File: config.mk
export PLATFORM = sky130hd
export DESIGN_NAME = aligned_pair_identity
export DESIGN_NICKNAME = d
export VERILOG_FILES = /design/src/rtl/aip_pkg.sv /design/src/rtl/aip_front.sv /design/src/rtl/aip_queue.sv /design/src/rtl/aip_back.sv /design/src/rtl/aligned_pair_identity.sv
export SDC_FILE = /design/constraint.sdc
export NUM_CORES = 1
export LEC_CHECK = 0
export BUFFER_PORTS_ARGS = -buffer_cell sky130_fd_sc_hd__clkbuf_2
export CAP_MARGIN = 20
export CORE_UTILIZATION = 50
export CTS_BUF_LIST = sky130_fd_sc_hd__clkbuf_8
export DETAILED_ROUTE_END_ITERATION = 16
export PLACE_DENSITY = 0.73
export RECOVER_POWER = 50
export SYNTH_ARGS = -nofsm -noshare
export SYNTH_HDL_FRONTEND = slang
export SYNTH_SLANG_ARGS = --single-unit
File: constraint.sdc
create_clock -name clk_i -period 5 [get_ports clk_i]
set_input_delay 1 -clock clk_i [delete_from_list [all_inputs] [get_ports clk_i]]
set_output_delay 1 -clock clk_i [all_outputs]
set_load 0.1 [all_outputs]
File: src/rtl/aip_pkg.sv
// shared constants and letter classification functions for the pair identity block
package aip_pkg;

  localparam logic [7:0] DASH_CHAR  = 8'h2D;
  localparam logic [7:0] DOT_CHAR   = 8'h2E;
  localparam logic [7:0] SPACE_CHAR = 8'h20;
  localparam logic [7:0] LOWER_A    = 8'h61;
  localparam logic [7:0] LOWER_Z    = 8'h7A;
  localparam logic [7:0] CASE_DIFF  = 8'h20;

  localparam int TOTAL_W = 16;
  localparam int QUOT_W  = 17;
  localparam int STEP_W  = $clog2(QUOT_W);
  localparam logic [STEP_W-1:0] LAST_STEP = STEP_W'(QUOT_W - 1);

  function automatic logic is_lower(input logic [7:0] ch);
    is_lower = (ch >= LOWER_A) && (ch <= LOWER_Z);
  endfunction

  function automatic logic [7:0] fold_upper(input logic [7:0] ch);
    fold_upper = is_lower(ch) ? ch - CASE_DIFF : ch;
  endfunction

  function automatic logic is_dash_dot(input logic [7:0] ch);
    is_dash_dot = (ch == DASH_CHAR) || (ch == DOT_CHAR);
  endfunction

  function automatic logic is_gap(input logic [7:0] ch);
    is_gap = is_dash_dot(ch) || (ch == SPACE_CHAR);
  endfunction

endpackage

File: src/rtl/aip_front.sv
// front end: classifies letter pairs and keeps the saturating running counts
module aip_front import aip_pkg::*; #(
  parameter int COUNT_BITS = 16
) (
  input  logic                    clk_i,
  input  logic                    rst_ni,
  input  logic                    accept_i,
  input  logic [7:0]              letter_a_i,
  input  logic [7:0]              letter_b_i,
  input  logic                    last_i,
  output logic                    rec_push_o,
  output logic [4*COUNT_BITS-1:0] rec_data_o
);

  localparam logic [COUNT_BITS-1:0] CountMax = '1;
  localparam logic [COUNT_BITS-1:0] CountOne = COUNT_BITS'(1);

  logic [COUNT_BITS-1:0] match_q, match_d;
  logic [COUNT_BITS-1:0] cmp_q, cmp_d;
  logic [COUNT_BITS-1:0] aln_q, aln_d;
  logic [COUNT_BITS-1:0] cap_q, cap_d;
  logic [COUNT_BITS-1:0] match_n, cmp_n, aln_n, cap_n;
  logic compared, aligned, capital, equal;

  always_comb begin
    compared = !is_dash_dot(letter_a_i) && !is_dash_dot(letter_b_i);
    aligned  = !is_gap(letter_a_i) && !is_gap(letter_b_i);
    capital  = !is_lower(letter_a_i) && !is_lower(letter_b_i);
    equal    = fold_upper(letter_a_i) == fold_upper(letter_b_i);

    match_n = match_q;
    cmp_n   = cmp_q;
    aln_n   = aln_q;
    cap_n   = cap_q;
    if (compared) begin
      if (equal && cmp_q != CountMax) begin
        match_n = match_q + CountOne;
      end
      if (cmp_q != CountMax) begin
        cmp_n = cmp_q + CountOne;
      end
    end
    if (aligned) begin
      if (aln_q != CountMax) begin
        aln_n = aln_q + CountOne;
      end
      if (capital && cap_q != CountMax) begin
        cap_n = cap_q + CountOne;
      end
    end

    match_d = match_q;
    cmp_d   = cmp_q;
    aln_d   = aln_q;
    cap_d   = cap_q;
    if (accept_i) begin
      if (last_i) begin
        match_d = '0;
        cmp_d   = '0;
        aln_d   = '0;
        cap_d   = '0;
      end else begin
        match_d = match_n;
        cmp_d   = cmp_n;
        aln_d   = aln_n;
        cap_d   = cap_n;
      end
    end
  end

  assign rec_push_o = accept_i && last_i;
  assign rec_data_o = {match_n, cmp_n, aln_n, cap_n};

  always_ff @(posedge clk_i or negedge rst_ni) begin
    if (!rst_ni) begin
      match_q <= '0;
      cmp_q   <= '0;
      aln_q   <= '0;
      cap_q   <= '0;
    end else begin
      match_q <= match_d;
      cmp_q   <= cmp_d;
      aln_q   <= aln_d;
      cap_q   <= cap_d;
    end
  end

endmodule

File: src/rtl/aip_queue.sv
// two-entry queue of finished count records between front and back
module aip_queue import aip_pkg::*; #(
  parameter int WIDTH = 64
) (
  input  logic             clk_i,
  input  logic             rst_ni,
  input  logic             push_i,
  input  logic [WIDTH-1:0] data_i,
  output logic             full_o,
  input  logic             pop_i,
  output logic             valid_o,
  output logic [WIDTH-1:0] data_o
);

  logic [WIDTH-1:0] mem_q [2];
  logic [1:0]       cnt_q, cnt_d;
  logic             wr_q, rd_q;
  logic             do_push, do_pop;

  assign full_o  = cnt_q[1];
  assign valid_o = cnt_q != 2'd0;
  assign data_o  = mem_q[rd_q];
  assign do_push = push_i && !full_o;
  assign do_pop  = pop_i && valid_o;

  always_comb begin
    cnt_d = cnt_q;
    if (do_push && !do_pop) begin
      cnt_d = cnt_q + 2'd1;
    end else if (do_pop && !do_push) begin
      cnt_d = cnt_q - 2'd1;
    end
  end

  always_ff @(posedge clk_i or negedge rst_ni) begin
    if (!rst_ni) begin
      cnt_q <= '0;
      wr_q  <= 1'b0;
      rd_q  <= 1'b0;
    end else begin
      cnt_q <= cnt_d;
      if (do_push) begin
        wr_q <= !wr_q;
      end
      if (do_pop) begin
        rd_q <= !rd_q;
      end
    end
  end

  always_ff @(posedge clk_i) begin
    if (do_push) begin
      mem_q[wr_q] <= data_i;
    end
  end

endmodule

File: src/rtl/aip_back.sv
// back end: bit-serial identity divider and result register
module aip_back import aip_pkg::*; #(
  parameter int COUNT_BITS = 16
) (
  input  logic                    clk_i,
  input  logic                    rst_ni,
  input  logic                    rec_valid_i,
  input  logic [4*COUNT_BITS-1:0] rec_data_i,
  output logic                    rec_pop_o,
  output logic                    empty_o,
  input  logic                    pop_i,
  output logic [TOTAL_W-1:0]      match_total_o,
  output logic [TOTAL_W-1:0]      compared_total_o,
  output logic [TOTAL_W-1:0]      aligned_total_o,
  output logic [TOTAL_W-1:0]      cap_aligned_total_o,
  output logic [QUOT_W-1:0]       identity_q16_o
);

  localparam int ExtW = (COUNT_BITS > TOTAL_W) ? COUNT_BITS : TOTAL_W;

  localparam logic [1:0] S_IDLE = 2'd0;
  localparam logic [1:0] S_DIV  = 2'd1;
  localparam logic [1:0] S_DONE = 2'd2;

  logic [1:0]            state_q, state_d;
  logic [COUNT_BITS-1:0] match_q, cmp_q, aln_q, cap_q;
  logic [COUNT_BITS:0]   rem_q, rem_d;
  logic [QUOT_W-1:0]     quot_q, quot_d;
  logic [STEP_W-1:0]     step_q, step_d;
  logic [COUNT_BITS:0]   divisor, trial, rem_keep;
  logic                  ge, load;
  logic [COUNT_BITS-1:0] r_match, r_cmp, r_aln, r_cap;
  logic [ExtW-1:0]       ext_match, ext_cmp, ext_aln, ext_cap;

  assign {r_match, r_cmp, r_aln, r_cap} = rec_data_i;
  assign load      = (state_q == S_IDLE) && rec_valid_i;
  assign rec_pop_o = load;
  assign divisor   = {1'b0, cmp_q};
  assign trial     = rem_q - divisor;
  assign ge        = rem_q >= divisor;
  assign rem_keep  = ge ? trial : rem_q;

  always_comb begin
    state_d = state_q;
    rem_d   = rem_q;
    quot_d  = quot_q;
    step_d  = step_q;
    case (state_q)
      S_IDLE: begin
        if (rec_valid_i) begin
          rem_d  = {1'b0, r_match};
          quot_d = '0;
          step_d = LAST_STEP;
          state_d = (r_cmp == '0) ? S_DONE : S_DIV;
        end
      end
      S_DIV: begin
        quot_d = {quot_q[QUOT_W-2:0], ge};
        rem_d  = {rem_keep[COUNT_BITS-1:0], 1'b0};
        if (step_q == '0) begin
          state_d = S_DONE;
        end else begin
          step_d = step_q - STEP_W'(1);
        end
      end
      S_DONE: begin
        if (pop_i) begin
          state_d = S_IDLE;
        end
      end
      default: begin
        state_d = S_IDLE;
      end
    endcase
  end

  always_ff @(posedge clk_i or negedge rst_ni) begin
    if (!rst_ni) begin
      state_q <= S_IDLE;
    end else begin
      state_q <= state_d;
    end
  end

  always_ff @(posedge clk_i) begin
    rem_q  <= rem_d;
    quot_q <= quot_d;
    step_q <= step_d;
    if (load) begin
      match_q <= r_match;
      cmp_q   <= r_cmp;
      aln_q   <= r_aln;
      cap_q   <= r_cap;
    end
  end

  assign ext_match = ExtW'(match_q);
  assign ext_cmp   = ExtW'(cmp_q);
  assign ext_aln   = ExtW'(aln_q);
  assign ext_cap   = ExtW'(cap_q);

  assign empty_o             = state_q != S_DONE;
  assign match_total_o       = ext_match[TOTAL_W-1:0];
  assign compared_total_o    = ext_cmp[TOTAL_W-1:0];
  assign aligned_total_o     = ext_aln[TOTAL_W-1:0];
  assign cap_aligned_total_o = ext_cap[TOTAL_W-1:0];
  assign identity_q16_o      = quot_q;

  // identity never exceeds one
  a_quot_range: assert property (@(posedge clk_i) disable iff (!rst_ni)
    (state_q == S_DONE) |-> (quot_q <= (QUOT_W'(1) << (QUOT_W - 1))))
    else $error("identity above one");

  // nothing compared gives zero identity
  a_zero_div: assert property (@(posedge clk_i) disable iff (!rst_ni)
    (state_q == S_DONE && cmp_q == '0) |-> (quot_q == '0))
    else $error("nonzero identity with nothing compared");

  // partial remainder stays below twice the divisor during each step
  a_rem_bound: assert property (@(posedge clk_i) disable iff (!rst_ni)
    (state_q == S_DIV) |-> (rem_q < (divisor << 1)))
    else $error("remainder out of range");

  // result is held until its transfer
  a_hold: assert property (@(posedge clk_i) disable iff (!rst_ni)
    (state_q == S_DONE && !pop_i) |=> (state_q == S_DONE && $stable(quot_q)))
    else $error("result dropped before transfer");

endmodule

File: src/rtl/aligned_pair_identity.sv
// top level of the aligned pair identity counter
//
//   channel  | handshake          | payload
//   ---------+--------------------+--------------------------------------------
//   pairs in | push / full        | letter_a_i, letter_b_i, last_i
//   results  | empty / pop        | match_total_o, compared_total_o,
//            |                    | aligned_total_o, cap_aligned_total_o,
//            |                    | identity_q16_o
//
// one letter pair is taken every cycle while full is low; only a pair with last set makes a result
// a result is ready once the one-bit-a-cycle divider has made all 17 quotient bits
// a result with nothing compared skips the divider and goes straight from idle to done
// up to two finished count records wait between the counters and the divider
// full rises only while both records are waiting; reset clears counts and queues
module aligned_pair_identity import aip_pkg::*; #(
  parameter int COUNT_BITS = 16
) (
  input  logic               clk_i,
  input  logic               rst_ni,
  input  logic               push,
  output logic               full,
  input  logic [7:0]         letter_a_i,
  input  logic [7:0]         letter_b_i,
  input  logic               last_i,
  output logic               empty,
  input  logic               pop,
  output logic [TOTAL_W-1:0] match_total_o,
  output logic [TOTAL_W-1:0] compared_total_o,
  output logic [TOTAL_W-1:0] aligned_total_o,
  output logic [TOTAL_W-1:0] cap_aligned_total_o,
  output logic [QUOT_W-1:0]  identity_q16_o
);

  localparam int RecW = 4 * COUNT_BITS;

  logic            accept;
  logic            rec_push, rec_valid, rec_pop;
  logic [RecW-1:0] rec_in, rec_out;

  assign accept = push && !full;

  aip_front #(.COUNT_BITS(COUNT_BITS)) u_front (
    .clk_i      (clk_i),
    .rst_ni     (rst_ni),
    .accept_i   (accept),
    .letter_a_i (letter_a_i),
    .letter_b_i (letter_b_i),
    .last_i     (last_i),
    .rec_push_o (rec_push),
    .rec_data_o (rec_in)
  );

  aip_queue #(.WIDTH(RecW)) u_queue (
    .clk_i   (clk_i),
    .rst_ni  (rst_ni),
    .push_i  (rec_push),
    .data_i  (rec_in),
    .full_o  (full),
    .pop_i   (rec_pop),
    .valid_o (rec_valid),
    .data_o  (rec_out)
  );

  aip_back #(.COUNT_BITS(COUNT_BITS)) u_back (
    .clk_i               (clk_i),
    .rst_ni              (rst_ni),
    .rec_valid_i         (rec_valid),
    .rec_data_i          (rec_out),
    .rec_pop_o           (rec_pop),
    .empty_o             (empty),
    .pop_i               (pop),
    .match_total_o       (match_total_o),
    .compared_total_o    (compared_total_o),
    .aligned_total_o     (aligned_total_o),
    .cap_aligned_total_o (cap_aligned_total_o),
    .identity_q16_o      (identity_q16_o)
  );

endmodule

==> results.md <==
* Critical Path Slowest Stage Cell: nor2_1
* Setup Buffers After CTS at 0
* Register area share after synthesis at 60.36%
* Cells on worst reg2reg path at 5
* Final min period at 3.969 ns
* Critical Path RT at 5.22 ns
* I/O pin cnt at 104
* Hold Fails Final Rpt at 0
* Violated checks: max-capacitance violations, max-slew violations
* CTS max path bufs at 3
* Via count at 9253
* Mapped Nets at 1190
* Setup CP Type: primary input to flop
* Ys flop type: edfxtp_1
* DRC viols at 0
* Synthesized cell area at 14390 sq um
* Yosys top cell area share at 48.19%
* Compound-Gate Fraction of Synth Area at 9.214%
* Slew margin rel. at -25.22%
* XOR/XNOR Fraction of Synth Area at 4.807%
* Adder-Cell Fraction of Synth Area at 2.399%
* Number of clock sinks at 301
* Mapped Cells at 1142
* Yosys top cell by area: edfxtp_1
* Most frequent cells after synthesis: edfxtp_1, nand2_1, nor2_1
* Area Growth Syn to Fin at 11.16%
* Clock root buffer master: clkbuf_8
* Warnings from Yosys at 0
* RSZ-0062 raised after global routing: no
* Crit path capture type: flop
* Grt ovf at 0
* Synth Area per Inst at 12.60 sq um
* CTS buffer count at 47
* Fmax at 251.9 MHz
* Layout Nets at 1306
* CTS tree: built
* Initial core utilization at 51.25%
* Pin count of the biggest net entering global routing at 60
* CP max FO at 21
* Worst-path cell chain: clkbuf_1, nor2b_1, clkbuf_1, nand2_1, nor2_1, buf_4
* Number of global-route vias before repair at 8966
* Worst slew pin tran at 1.878 ns
* Vias per cell at 5.531
* Largest family of logic cells by synthesized area: simple AND/OR/NAND/NOR gates
* Antenna cell count at 0
* Share of synthesized area spent on multiplexers at 7.971%
* Synth area leaders: edfxtp_1, dfrtp_1, mux2_2
* WL final at 28750 um
* CP max stage delay at 1.30 ns
* Reg-to-Reg Start: u_queue.cnt_q[1]$_DFFE_PN0P_
* 1st-iter DRT viols at 639
* CTS HTree Levels at 2
* Hold Path Depth at 1
* Row Count at 61
* Run status: finished, violations left
* Worst EP arrival at 4.19 ns
* DR WL/cell at 17.18 um
* R2R Setup Slk at 1.17 ns
* Clock skew at 0.02420 ns
* DR pass1 iterations at 6
* Hold_sp: u_queue.wr_q$_DFFE_PN0P_
* Tcrit/Tclk final at 79.39%
* CP startpoint kind: primary input
* Post-CTS Hold Fix Bufs at 0
* Critical Path Sink: u_queue.mem_q[0][9]$_DFFE_PP_
* Distinct cell type count after synthesis at 76
* Simple-gate share of the synthesized area at 12.48%
* Core area at 28090 sq um
* Top-count cell post-synth: edfxtp_1
* Crit. Startpoint: push
* Global-route wire length before repair at 45780 um
* Clock slew at reported path FFs at 0.06 ns
* Final setup vio count at 0
* Layout cell share with drive strength beyond 1 at 13.51%
* FF+latch count, synth at 301
* DRT antenna net count at 0
* HP Class: flop to flop
* Top cell by count, worst path: clkbuf_1
* Final Slew Violations at 166
* Full die area at 29470 sq um
* GP Congestion at 0.8382
* Initial antenna violation count at 1
* Max Cap Violations at 5
* TNS Setup at 0 ns
* FF-to-FF End: u_queue.mem_q[0][9]$_DFFE_PP_
* DP Wirelength at 19340 um
* EDFF count, synth at 231
* Clk Latency, worst-skew pair at 0.56 ns
* Asr flop ratio synth at 23.26%
* GRT Resource Usage Total at 19.86%
* Post-cts sizing count at 0
* Die Ht at 171.7 um
* I/O Buffers at 103
* Die X at 171.7 um
==> area by class of cell <==
type	instances	area (sq um)
tap	378	473.0
inverter	37	138.9
sequential	301	8688
multi-input combinational	753	5304
fill	2423	12090
clock buffer	49	674.4
timing repair buffer	118	543.0
clock inverter	37	178.9
==> metal layers <==
layer / vias to the layer above / GRT usage (%) / part of all wire, %
met5: - / 0 / 0.038
met4: 2 / 6.172 / 2.0
met3: 47 / 4.326 / 5.7
met2: 227 / 32.79 / 48
met1: 4529 / 26.14 / 44
li1: 4448 / - / -
==> placed cells by master (no fill, tap or decap), types with 10 or more instances in the layout <==
| cell type | count |
|---|---|
| mux2_1 | 33 |
| clkbuf_8 | 49 |
| dfrtp_1 | 70 |
| nor4_1 | 13 |
| edfxtp_1 | 231 |
| and2_1 | 19 |
| mux2_2 | 36 |
| ha_1 | 26 |
| o21ai_0 | 39 |
| mux2i_1 | 37 |
| nand2_1 | 93 |
| nand3_1 | 30 |
| o21ai_1 | 10 |
| nand4_1 | 14 |
| nor2_1 | 91 |
| xnor2_1 | 46 |
| clkbuf_2 | 40 |
| and3_1 | 13 |
| nor2b_1 | 10 |
| clkbuf_1 | 68 |
| nor3_1 | 23 |
| a21oi_1 | 43 |
| xor2_1 | 33 |
| inv_1 | 59 |
==> flip-flops by register name, indices dropped and copies added, names as in the netlist <==
name	count
u_queue.mem_q	128
u_back.aligned_total_o	16
u_back.rem_q	17
u_back.match_total_o	16
u_queue.rd_q	1
u_back.compared_total_o	16
u_back.cap_aligned_total_o	16
u_back.state_q	2
u_queue.wr_q	1
u_back.identity_q16_o	17
u_front.aln_q	16
u_back.step_q	5
u_front.match_q	16
u_front.cmp_q	16
u_queue.cnt_q	2
u_front.cap_q	16
==> worst min-delay path by stage <==
stage / slack (ns) / end
after floorplan: 0.46 / u_queue.wr_q$_DFFE_PN0P_
after global placement: 0.51 / u_front.aln_q[12]$_DFFE_PN0P_
after detailed placement: 0.52 / u_queue.cnt_q[0]$_DFFE_PN0P_
after CTS: 0.43 / u_front.cap_q[3]$_DFFE_PN0P_
after global routing: 0.54 / u_queue.wr_q$_DFFE_PN0P_
final: 0.50 / u_queue.wr_q$_DFFE_PN0P_
==> worst max-delay path: cells and delay by family <==
family / cells / cell delay, ns
buffers and inverters: 3 / 1.23
AND/OR/NAND/NOR: 3 / 1.94
==> per-stage QoR <==
stage          hold WS [ns]  cells  instance area (sq um)  utilization, %  setup slack, ns
3_5_place_dp         0.5181   1587                  15270           54.35            1.169
6_report             0.4980   1673                  16000           56.97            1.031
3_3_place_gp         0.5053   1587                  15270           54.35            1.250
4_1_cts              0.4305   1673                  16120           57.39            1.727
2_1_floorplan        0.4608   1142                  14390               -          0.03149
5_1_grt              0.5371   1673                  16000           56.97           0.8017
==> logic make-up (layout without fill, tap and decap cells) <==
kind of cell | Yosys count | in the layout
multiplexers | 106 | 106
AO/OA/AOI/OAI | 181 | 181
adder cells (fa/ha/maj) | 27 | 27
XOR/XNOR | 79 | 79
AND/OR/NAND/NOR | 360 | 360
flip-flops | 301 | 301
buffers and inverters | 88 | 241
Power is left out: the tool's default activity adds up to more than one toggle a clock period on the data nets, which glitch-free logic cannot reach.
